File: src/rtl/hfv_pkg.sv
// Package for the header field validator: item struct, status codes,
// the key character bitmap and the slice length limits.
// Depends on nothing.
`timescale 1ns / 1ps

package hfv_pkg;

	localparam int MAX_LEN = 4096;
	localparam int POS_W   = 12;
	localparam int POS_CAP = ((MAX_LEN - 1) < 4095) ? (MAX_LEN - 1) : 4095;

	localparam logic [7:0]  COLON_CHAR = 8'h3a;
	localparam logic [31:0] BIN_SUFFIX = 32'h2d62696e;

	// one bit per byte value, set where the byte may appear in a key
	localparam logic [255:0] KEY_MAP = {128'h0, 128'h07ff_fffe_8000_0000_03ff_6000_0000_0000};

	typedef enum logic [1:0] {
		ST_LEGAL     = 2'd0,
		ST_EMPTY_KEY = 2'd1,
		ST_COLON     = 2'd2,
		ST_ILLEGAL   = 2'd3
	} status_t;

	typedef struct packed {
		logic [7:0] data_byte;
		logic       is_key;
		logic       first_byte;
		logic       last_byte;
		logic       empty_slice;
	} item_t;

	typedef struct packed {
		logic  valid;
		item_t item;
	} stage_t;

	function automatic logic byte_legal(input logic [7:0] b, input logic key);
		logic ok;
		if (key) begin
			ok = KEY_MAP[b];
		end else begin
			ok = (b >= 8'd32) && (b <= 8'd126);
		end
		return ok;
	endfunction

endpackage

File: src/rtl/hfv_in_reg.sv
// Input register of the header field validator.
// Holds one transfer and releases it when the slice stage takes it.
// Depends on hfv_pkg.
`timescale 1ns / 1ps

module hfv_in_reg (
	input  logic           clk,
	input  logic           arst_n,
	input  logic           in_valid,
	output logic           in_stall,
	input  hfv_pkg::item_t in_item,
	input  logic           take,
	output hfv_pkg::stage_t stage_s1
);
	import hfv_pkg::*;

	logic  valid_s1;
	item_t item_s1;
	logic  accept;

	assign in_stall = valid_s1 && !take;
	assign accept   = in_valid && !in_stall;

	always_ff @(posedge clk or negedge arst_n) begin
		if (!arst_n) begin
			valid_s1 <= 1'b0;
		end else if (accept) begin
			valid_s1 <= 1'b1;
		end else if (take) begin
			valid_s1 <= 1'b0;
		end
	end

	always_ff @(posedge clk) begin
		if (accept) begin
			item_s1 <= in_item;
		end
	end

	assign stage_s1.valid = valid_s1;
	assign stage_s1.item  = item_s1;

endmodule

File: src/rtl/hfv_core.sv
// Slice state and result register of the header field validator.
// Checks one byte per cycle while no stalled result blocks it, and records the first error of the slice.
// Depends on hfv_pkg.
`timescale 1ns / 1ps

module hfv_core (
	input  logic                      clk,
	input  logic                      arst_n,
	input  hfv_pkg::stage_t           stage_s1,
	output logic                      take,
	output logic                      out_valid,
	input  logic                      out_stall,
	output logic [1:0]                status,
	output logic [hfv_pkg::POS_W-1:0] error_offset,
	output logic                      is_binary
);
	import hfv_pkg::*;

	logic [POS_W-1:0] pos_q;
	logic             key_q;
	logic             err_q;
	status_t          kind_q;
	logic [POS_W-1:0] eoff_q;
	logic [31:0]      tail_q;

	logic             out_valid_q;
	status_t          status_q;
	logic [POS_W-1:0] error_offset_q;
	logic             is_binary_q;

	item_t            it;
	logic             has_result;
	logic             out_free;
	logic [POS_W-1:0] cur_pos;
	logic             cur_key;
	logic             cur_err;
	status_t          cur_kind;
	logic [POS_W-1:0] cur_eoff;
	logic [31:0]      cur_tail;
	logic [POS_W:0]   pos_inc;
	logic [POS_W-1:0] pos_next;
	logic             new_err;
	status_t          new_kind;
	logic [POS_W-1:0] new_eoff;
	status_t          res_status;
	logic [POS_W-1:0] res_offset;
	logic             res_binary;

	assign it         = stage_s1.item;
	assign has_result = it.empty_slice || it.last_byte;
	assign out_free   = !out_valid_q || !out_stall;
	assign take       = stage_s1.valid && (!has_result || out_free);

	always_comb begin
		cur_pos  = it.first_byte ? '0 : pos_q;
		cur_key  = it.first_byte ? it.is_key : key_q;
		cur_err  = it.first_byte ? 1'b0 : err_q;
		cur_kind = it.first_byte ? ST_LEGAL : kind_q;
		cur_eoff = it.first_byte ? '0 : eoff_q;
		cur_tail = {(it.first_byte ? 24'h0 : tail_q[23:0]), it.data_byte};

		new_err  = cur_err;
		new_kind = cur_kind;
		new_eoff = cur_eoff;
		if (!cur_err) begin
			if (cur_key && (cur_pos == '0) && (it.data_byte == COLON_CHAR)) begin
				new_err  = 1'b1;
				new_kind = ST_COLON;
				new_eoff = '0;
			end else if (!byte_legal(it.data_byte, cur_key)) begin
				new_err  = 1'b1;
				new_kind = ST_ILLEGAL;
				new_eoff = cur_pos;
			end
		end

		pos_inc  = {1'b0, cur_pos} + (POS_W + 1)'(1);
		pos_next = (pos_inc > (POS_W + 1)'(POS_CAP)) ? POS_W'(POS_CAP) : pos_inc[POS_W-1:0];

		if (it.empty_slice) begin
			res_status = it.is_key ? ST_EMPTY_KEY : ST_LEGAL;
			res_offset = '0;
			res_binary = 1'b0;
		end else begin
			res_status = new_err ? new_kind : ST_LEGAL;
			res_offset = new_err ? new_eoff : '0;
			res_binary = (cur_pos >= POS_W'(4)) && (cur_tail == BIN_SUFFIX);
		end
	end

	always_ff @(posedge clk or negedge arst_n) begin
		if (!arst_n) begin
			pos_q  <= '0;
			key_q  <= 1'b0;
			err_q  <= 1'b0;
			kind_q <= ST_LEGAL;
			eoff_q <= '0;
			tail_q <= '0;
		end else if (take) begin
			if (it.empty_slice) begin
				pos_q  <= '0;
				key_q  <= it.is_key;
				err_q  <= 1'b0;
				kind_q <= ST_LEGAL;
				eoff_q <= '0;
				tail_q <= '0;
			end else begin
				pos_q  <= pos_next;
				key_q  <= cur_key;
				err_q  <= new_err;
				kind_q <= new_kind;
				eoff_q <= new_eoff;
				tail_q <= cur_tail;
			end
		end
	end

	always_ff @(posedge clk or negedge arst_n) begin
		if (!arst_n) begin
			out_valid_q <= 1'b0;
		end else if (take && has_result) begin
			out_valid_q <= 1'b1;
		end else if (!out_stall) begin
			out_valid_q <= 1'b0;
		end
	end

	always_ff @(posedge clk) begin
		if (take && has_result) begin
			status_q       <= res_status;
			error_offset_q <= res_offset;
			is_binary_q    <= res_binary;
		end
	end

	assign out_valid    = out_valid_q;
	assign status       = status_q;
	assign error_offset = error_offset_q;
	assign is_binary    = is_binary_q;

endmodule

File: src/rtl/header_field_validator.sv
// Header field validator: checks HTTP/2 header names and values one byte per
// transfer and returns one result per slice, on its last byte or on an empty-
// slice transfer. One byte is taken in every cycle unless the input side
// stalls; a byte passes through an input register and a result register,
// with the slice checks between them. The input side stalls only while a
// stalled result waits in the result register and the byte held in the
// input register would produce another. Depends on hfv_pkg, hfv_in_reg and
// hfv_core.
`timescale 1ns / 1ps

module header_field_validator (
	input  logic                      clk,
	input  logic                      arst_n,
	input  logic                      in_valid,
	output logic                      in_stall,
	input  logic [7:0]                data_byte,
	input  logic                      is_key,
	input  logic                      first_byte,
	input  logic                      last_byte,
	input  logic                      empty_slice,
	output logic                      out_valid,
	input  logic                      out_stall,
	output logic [1:0]                status,
	output logic [hfv_pkg::POS_W-1:0] error_offset,
	output logic                      is_binary
);
	import hfv_pkg::*;

	item_t  in_item;
	stage_t stage_s1;
	logic   take;

	assign in_item.data_byte   = data_byte;
	assign in_item.is_key      = is_key;
	assign in_item.first_byte  = first_byte;
	assign in_item.last_byte   = last_byte;
	assign in_item.empty_slice = empty_slice;

	hfv_in_reg u_in_reg (
		.clk      (clk),
		.arst_n   (arst_n),
		.in_valid (in_valid),
		.in_stall (in_stall),
		.in_item  (in_item),
		.take     (take),
		.stage_s1 (stage_s1)
	);

	hfv_core u_core (
		.clk          (clk),
		.arst_n       (arst_n),
		.stage_s1     (stage_s1),
		.take         (take),
		.out_valid    (out_valid),
		.out_stall    (out_stall),
		.status       (status),
		.error_offset (error_offset),
		.is_binary    (is_binary)
	);

endmodule

File: config.mk
export PLATFORM = sky130hd
export DESIGN_NAME = header_field_validator
export DESIGN_NICKNAME = d
export VERILOG_FILES = /design/src/rtl/hfv_pkg.sv /design/src/rtl/hfv_in_reg.sv /design/src/rtl/hfv_core.sv /design/src/rtl/header_field_validator.sv
export SDC_FILE = /design/constraint.sdc
export NUM_CORES = 1
export LEC_CHECK = 0
export BUFFER_PORTS_ARGS = -buffer_cell sky130_fd_sc_hd__buf_2
export CAP_MARGIN = 25
export CORE_UTILIZATION = 35
export CTS_CLUSTER_SIZE = 10
export DETAILED_ROUTE_END_ITERATION = 10
export GPL_TIMING_DRIVEN = 0
export PLACE_DENSITY = 0.61
export SYNTH_ARGS = -nofsm -noshare
export SYNTH_HDL_FRONTEND = slang
export SYNTH_HIERARCHICAL = 1
export SYNTH_SLANG_ARGS = --single-unit
File: constraint.sdc
create_clock -name clk -period 4.8 [get_ports clk]
set_clock_uncertainty 0.05 [all_clocks]
set_input_delay 0.48 -clock clk [delete_from_list [all_inputs] [get_ports clk]]
set_output_delay 0.48 -clock clk [all_outputs]
set_load 0.01 [all_outputs]
==> impl_summary.txt <==
----------------------------------------------------
[Final layout]
  Leading cell type in the layout, fill and taps excluded ... nand2_1
  Footprint of the multi-input gates ... 2040 um^2
  Inserted Diodes ... 0
  Layout area overhead ... 16.0%
  Fillers ... 1189
  Commonest cells after routing, fill and taps aside ... nand2_1 (68), dfrtp_1 (54), buf_2 (37)
  Flip-flop and latch area ... 2160 um^2
  Finished Layout Cells ... 660
  Final-stage net count ... 509
  Share of layout cells above drive strength 1 ... 0.167

[CTS]
  Clock tree from TritonCTS ... built
  Clock-pin slew reported for the worst setup and hold paths after clock tree synthesis ... 70 ps
  Later-pin clock latency in the skew report ... 350 ps
  CTS buffer count ... 9
  Max clock buf depth ... 2
  Cells resized by post-CTS repair ... 0
  Post-CTS setup-driven buffer insertion count ... 0
  Level count of the clock H-tree ... 3
  Num Clock Sinks ... 81
  Clock root buffer ... clkbuf_16
  Cts hold-fix bufs ... 0

[Logic synthesis]
  Mean area per synthesized cell ... 10.0 um^2
  Synth unique cells ... 68
  Yosys warnings ... 6
  Number of standard cells after synthesis ... 442
  Share of synthesized flip-flops with an asynchronous set or reset ... 0.667
  Count of flip-flops with a built-in enable after synthesis ... 27
  Most instantiated flip-flop cell in the synthesis netlist ... dfrtp_1
  Post-synthesis sequential area ratio ... 0.489
  Net count after synthesis ... 464
  Cell area after synthesis ... 4420 um^2
  #FFs+latches synth ... 81

[Die]
  Die outline height ... 114 um
  Number of rows created at floorplan ... 40
  Area inside the core boundary ... 12200 um^2
  Horizontal die dimension ... 114 um
  Starting density of the core ... 0.364
  Die area ... 13100 um^2
  Top-level I/O count ... 33

[Routing]
  Count of nets left with antenna violations after detail routing ... 0
  Total number of vias ... 3848
  Initial drt markers ... 335
  Pre-antenna DRT Iters ... 5
  Number of remaining DRC errors ... 0
  Average detailed-routed wire length per instance ... 18.1 um
  Mean number of vias per cell ... 5.83
  Wire length reported by the detailed router ... 12000 um

[Timing]
  Setup Viol. Count Final ... 0
  Top achievable clock speed ... 0.292 GHz
  Final max-slew violation count ... 0
  Max-Slew Margin vs Limit ... 0.571
  Setup TNS after final layout ... 0 ps
  Setup repair after global routing missed its margin ... no
  Tcrit/Tclk final ... 0.713
  Transition time of the tightest slew-check pin ... 634 ps
  Final worst-path setup slack ... 1380 ps
  Final hold violation count ... 0
  Tmin final ... 3420 ps

[Power and ir drop]
  Power per cell area ... 370 nW/um^2
  Pleak ... 2.00 nW
  Max VDD drop ... 0.000150 V

[Worst setup path]
  Critical-path cell list ... clkbuf_1, buf_1, nor2_1, inv_1, ha_1, nor4b_2, a211oi_2, buf_2, nand4_1, a311oi_1
  Worst-path maximum fanout ... 10
  CP Data Required Time ... 4920 ps
  Largest stage delay on the critical path ... 560 ps
  Type of element capturing the critical path ... register
  Startpoint class of the critical path ... register
  Category of the most critical setup path ... reg2reg
  Worst endpoint data arrival time ... 3540 ps
  Slowest cell on the critical path ... a211oi_2

[Global route]
  Grt total ovfl ... 0
  Via count of the first global-routing pass ... 3724
  Total routing usage reported by global routing ... 0.193
  Wire length of the first global-routing pass ... 19400 um
  Pin count of the biggest net entering global routing ... 34
  Initial antenna violation count ... 0

[Min path]
  Min-delay worst type ... in2async

[Run status]
  Status ... complete, no violations

[Placed design]
  Sum of net half-perimeters after detailed placement ... 8560 um
  Number of port buffers ... 32
  Number of cells after detailed placement ... 644
  Place WS ... 1440 ps
  GPL Wtd Cong ... 0.924

[Run]
  Number of maximum-capacitance constraint violations ... 0

----------------------------------------------------
[stage by stage]
step	utilization	power, mW	hold WS [ps]	cell area [um^2]
after floorplan	-	1.05	134	4420
after global placement	0.394	1.17	399	4790
after CTS	0.422	1.91	97.0	5130
after detailed placement	0.396	1.19	408	4820
after global routing	0.422	1.98	110	5130
final	0.422	1.90	76.3	5130
[worst paths after layout]
check | from | end | slack, ps | cells past startpoint
worst max-delay path | u_in_reg/stage_s1[2] | u_core/error_offset[1] | 1380 | 10
worst min-delay path | arst_n | u_core/tail_q[0] | 80 | 1
worst max register to register | u_in_reg/stage_s1[2] | u_core/error_offset[1] | 1380 | 10
worst min register to register | u_core/tail_q[19] | u_core/tail_q[19] | 420 | 2
max in group asynchronous | arst_n | u_core/eoff_q[10] | 4040 | 2
min in group clk | empty_slice | u_in_reg/stage_s1[0] | 260 | 1
[where the power goes]
part | total (mW) | internal (mW) | switching, mW
sequential | 0.835 | 0.784 | 0.0508
combinational | 0.343 | 0.103 | 0.240
clock | 0.719 | 0.413 | 0.306
[cell families after synthesis]
kind of cell    Yosys count  synth area share
fa+ha+maj                 6            0.0170
flops                    81             0.489
xor+xnor                  1           0.00198
compound gates          101             0.180
buf+inv                  53            0.0489
mux                       5            0.0147
simple gates            195             0.248
[synth_stat cells (3+ instances only)]
library cell / number / area (um^2)
buf_2: 5 / 25.0
dfrtp_1: 54 / 1350
o221ai_1: 13 / 114
o211ai_1: 13 / 97.6
buf_1: 8 / 30.0
a21o_1: 3 / 22.5
a2bb2oi_1: 3 / 26.3
a211o_1: 3 / 26.3
nor2b_1: 3 / 18.8
nor3_1: 6 / 30.0
nor2_1: 13 / 48.8
nand3_1: 19 / 95.1
inv_1: 18 / 67.6
nor3b_1: 12 / 90.1
nand2b_1: 7 / 43.8
nand4_1: 20 / 125
edfxtp_1: 27 / 811
ha_1: 6 / 75.1
nand2_1: 68 / 255
a21oi_1: 20 / 100
o31ai_1: 6 / 45.0
nor4_1: 5 / 31.3
a311oi_1: 4 / 35.0
nand3b_1: 18 / 135
nand4b_1: 4 / 35.0
a311oi_2: 7 / 105
o22ai_1: 3 / 18.8
clkbuf_1: 19 / 71.3
o21ai_0: 7 / 35.0
[metal layers]
metal,global-route usage,part of all wire,vias up
li1,-,-,1761
met1,0.271,0.46,1899
met2,0.286,0.45,164
met3,0.0413,0.076,24
met4,0.0866,0.018,0
met5,0,0,-
[worst max-delay path, delay by kind of cell, from the launching register on]
kind | cells | cell delay, ps
AND/OR/NAND/NOR | 3 | 620
adder cells (fa/ha/maj) | 1 | 170
flip-flops | 1 | 510
AO/OA/AOI/OAI | 2 | 830
buffers and inverters | 4 | 1050
[registers in the layout (all words and copies together), names as in the netlist]
register,flops
u_core/tail_q,24
u_core/eoff_q,12
u_core/error_offset,12
u_core/pos_q,12
u_in_reg/stage_s1,12
u_core/kind_q,2
u_core/status,2
u_core/err_q,1
u_core/is_binary,1
u_core/key_q,1
u_core/out_valid,1
u_in_reg/valid_s1,1
[layout make-up]
| cell class | instances | area share |
|---|---|---|
| clock inverter | 7 | 0.0161 |
| buffer | 34 | 0.0283 |
| tap | 168 | 0.0410 |
| inverter | 19 | 0.0139 |
| timing repair buffer | 34 | 0.0366 |
| sequential | 81 | 0.422 |
| multi-input combinational | 308 | 0.399 |
| clock buffer | 9 | 0.0439 |
Note: power is estimated with default switching activity, not from simulation.
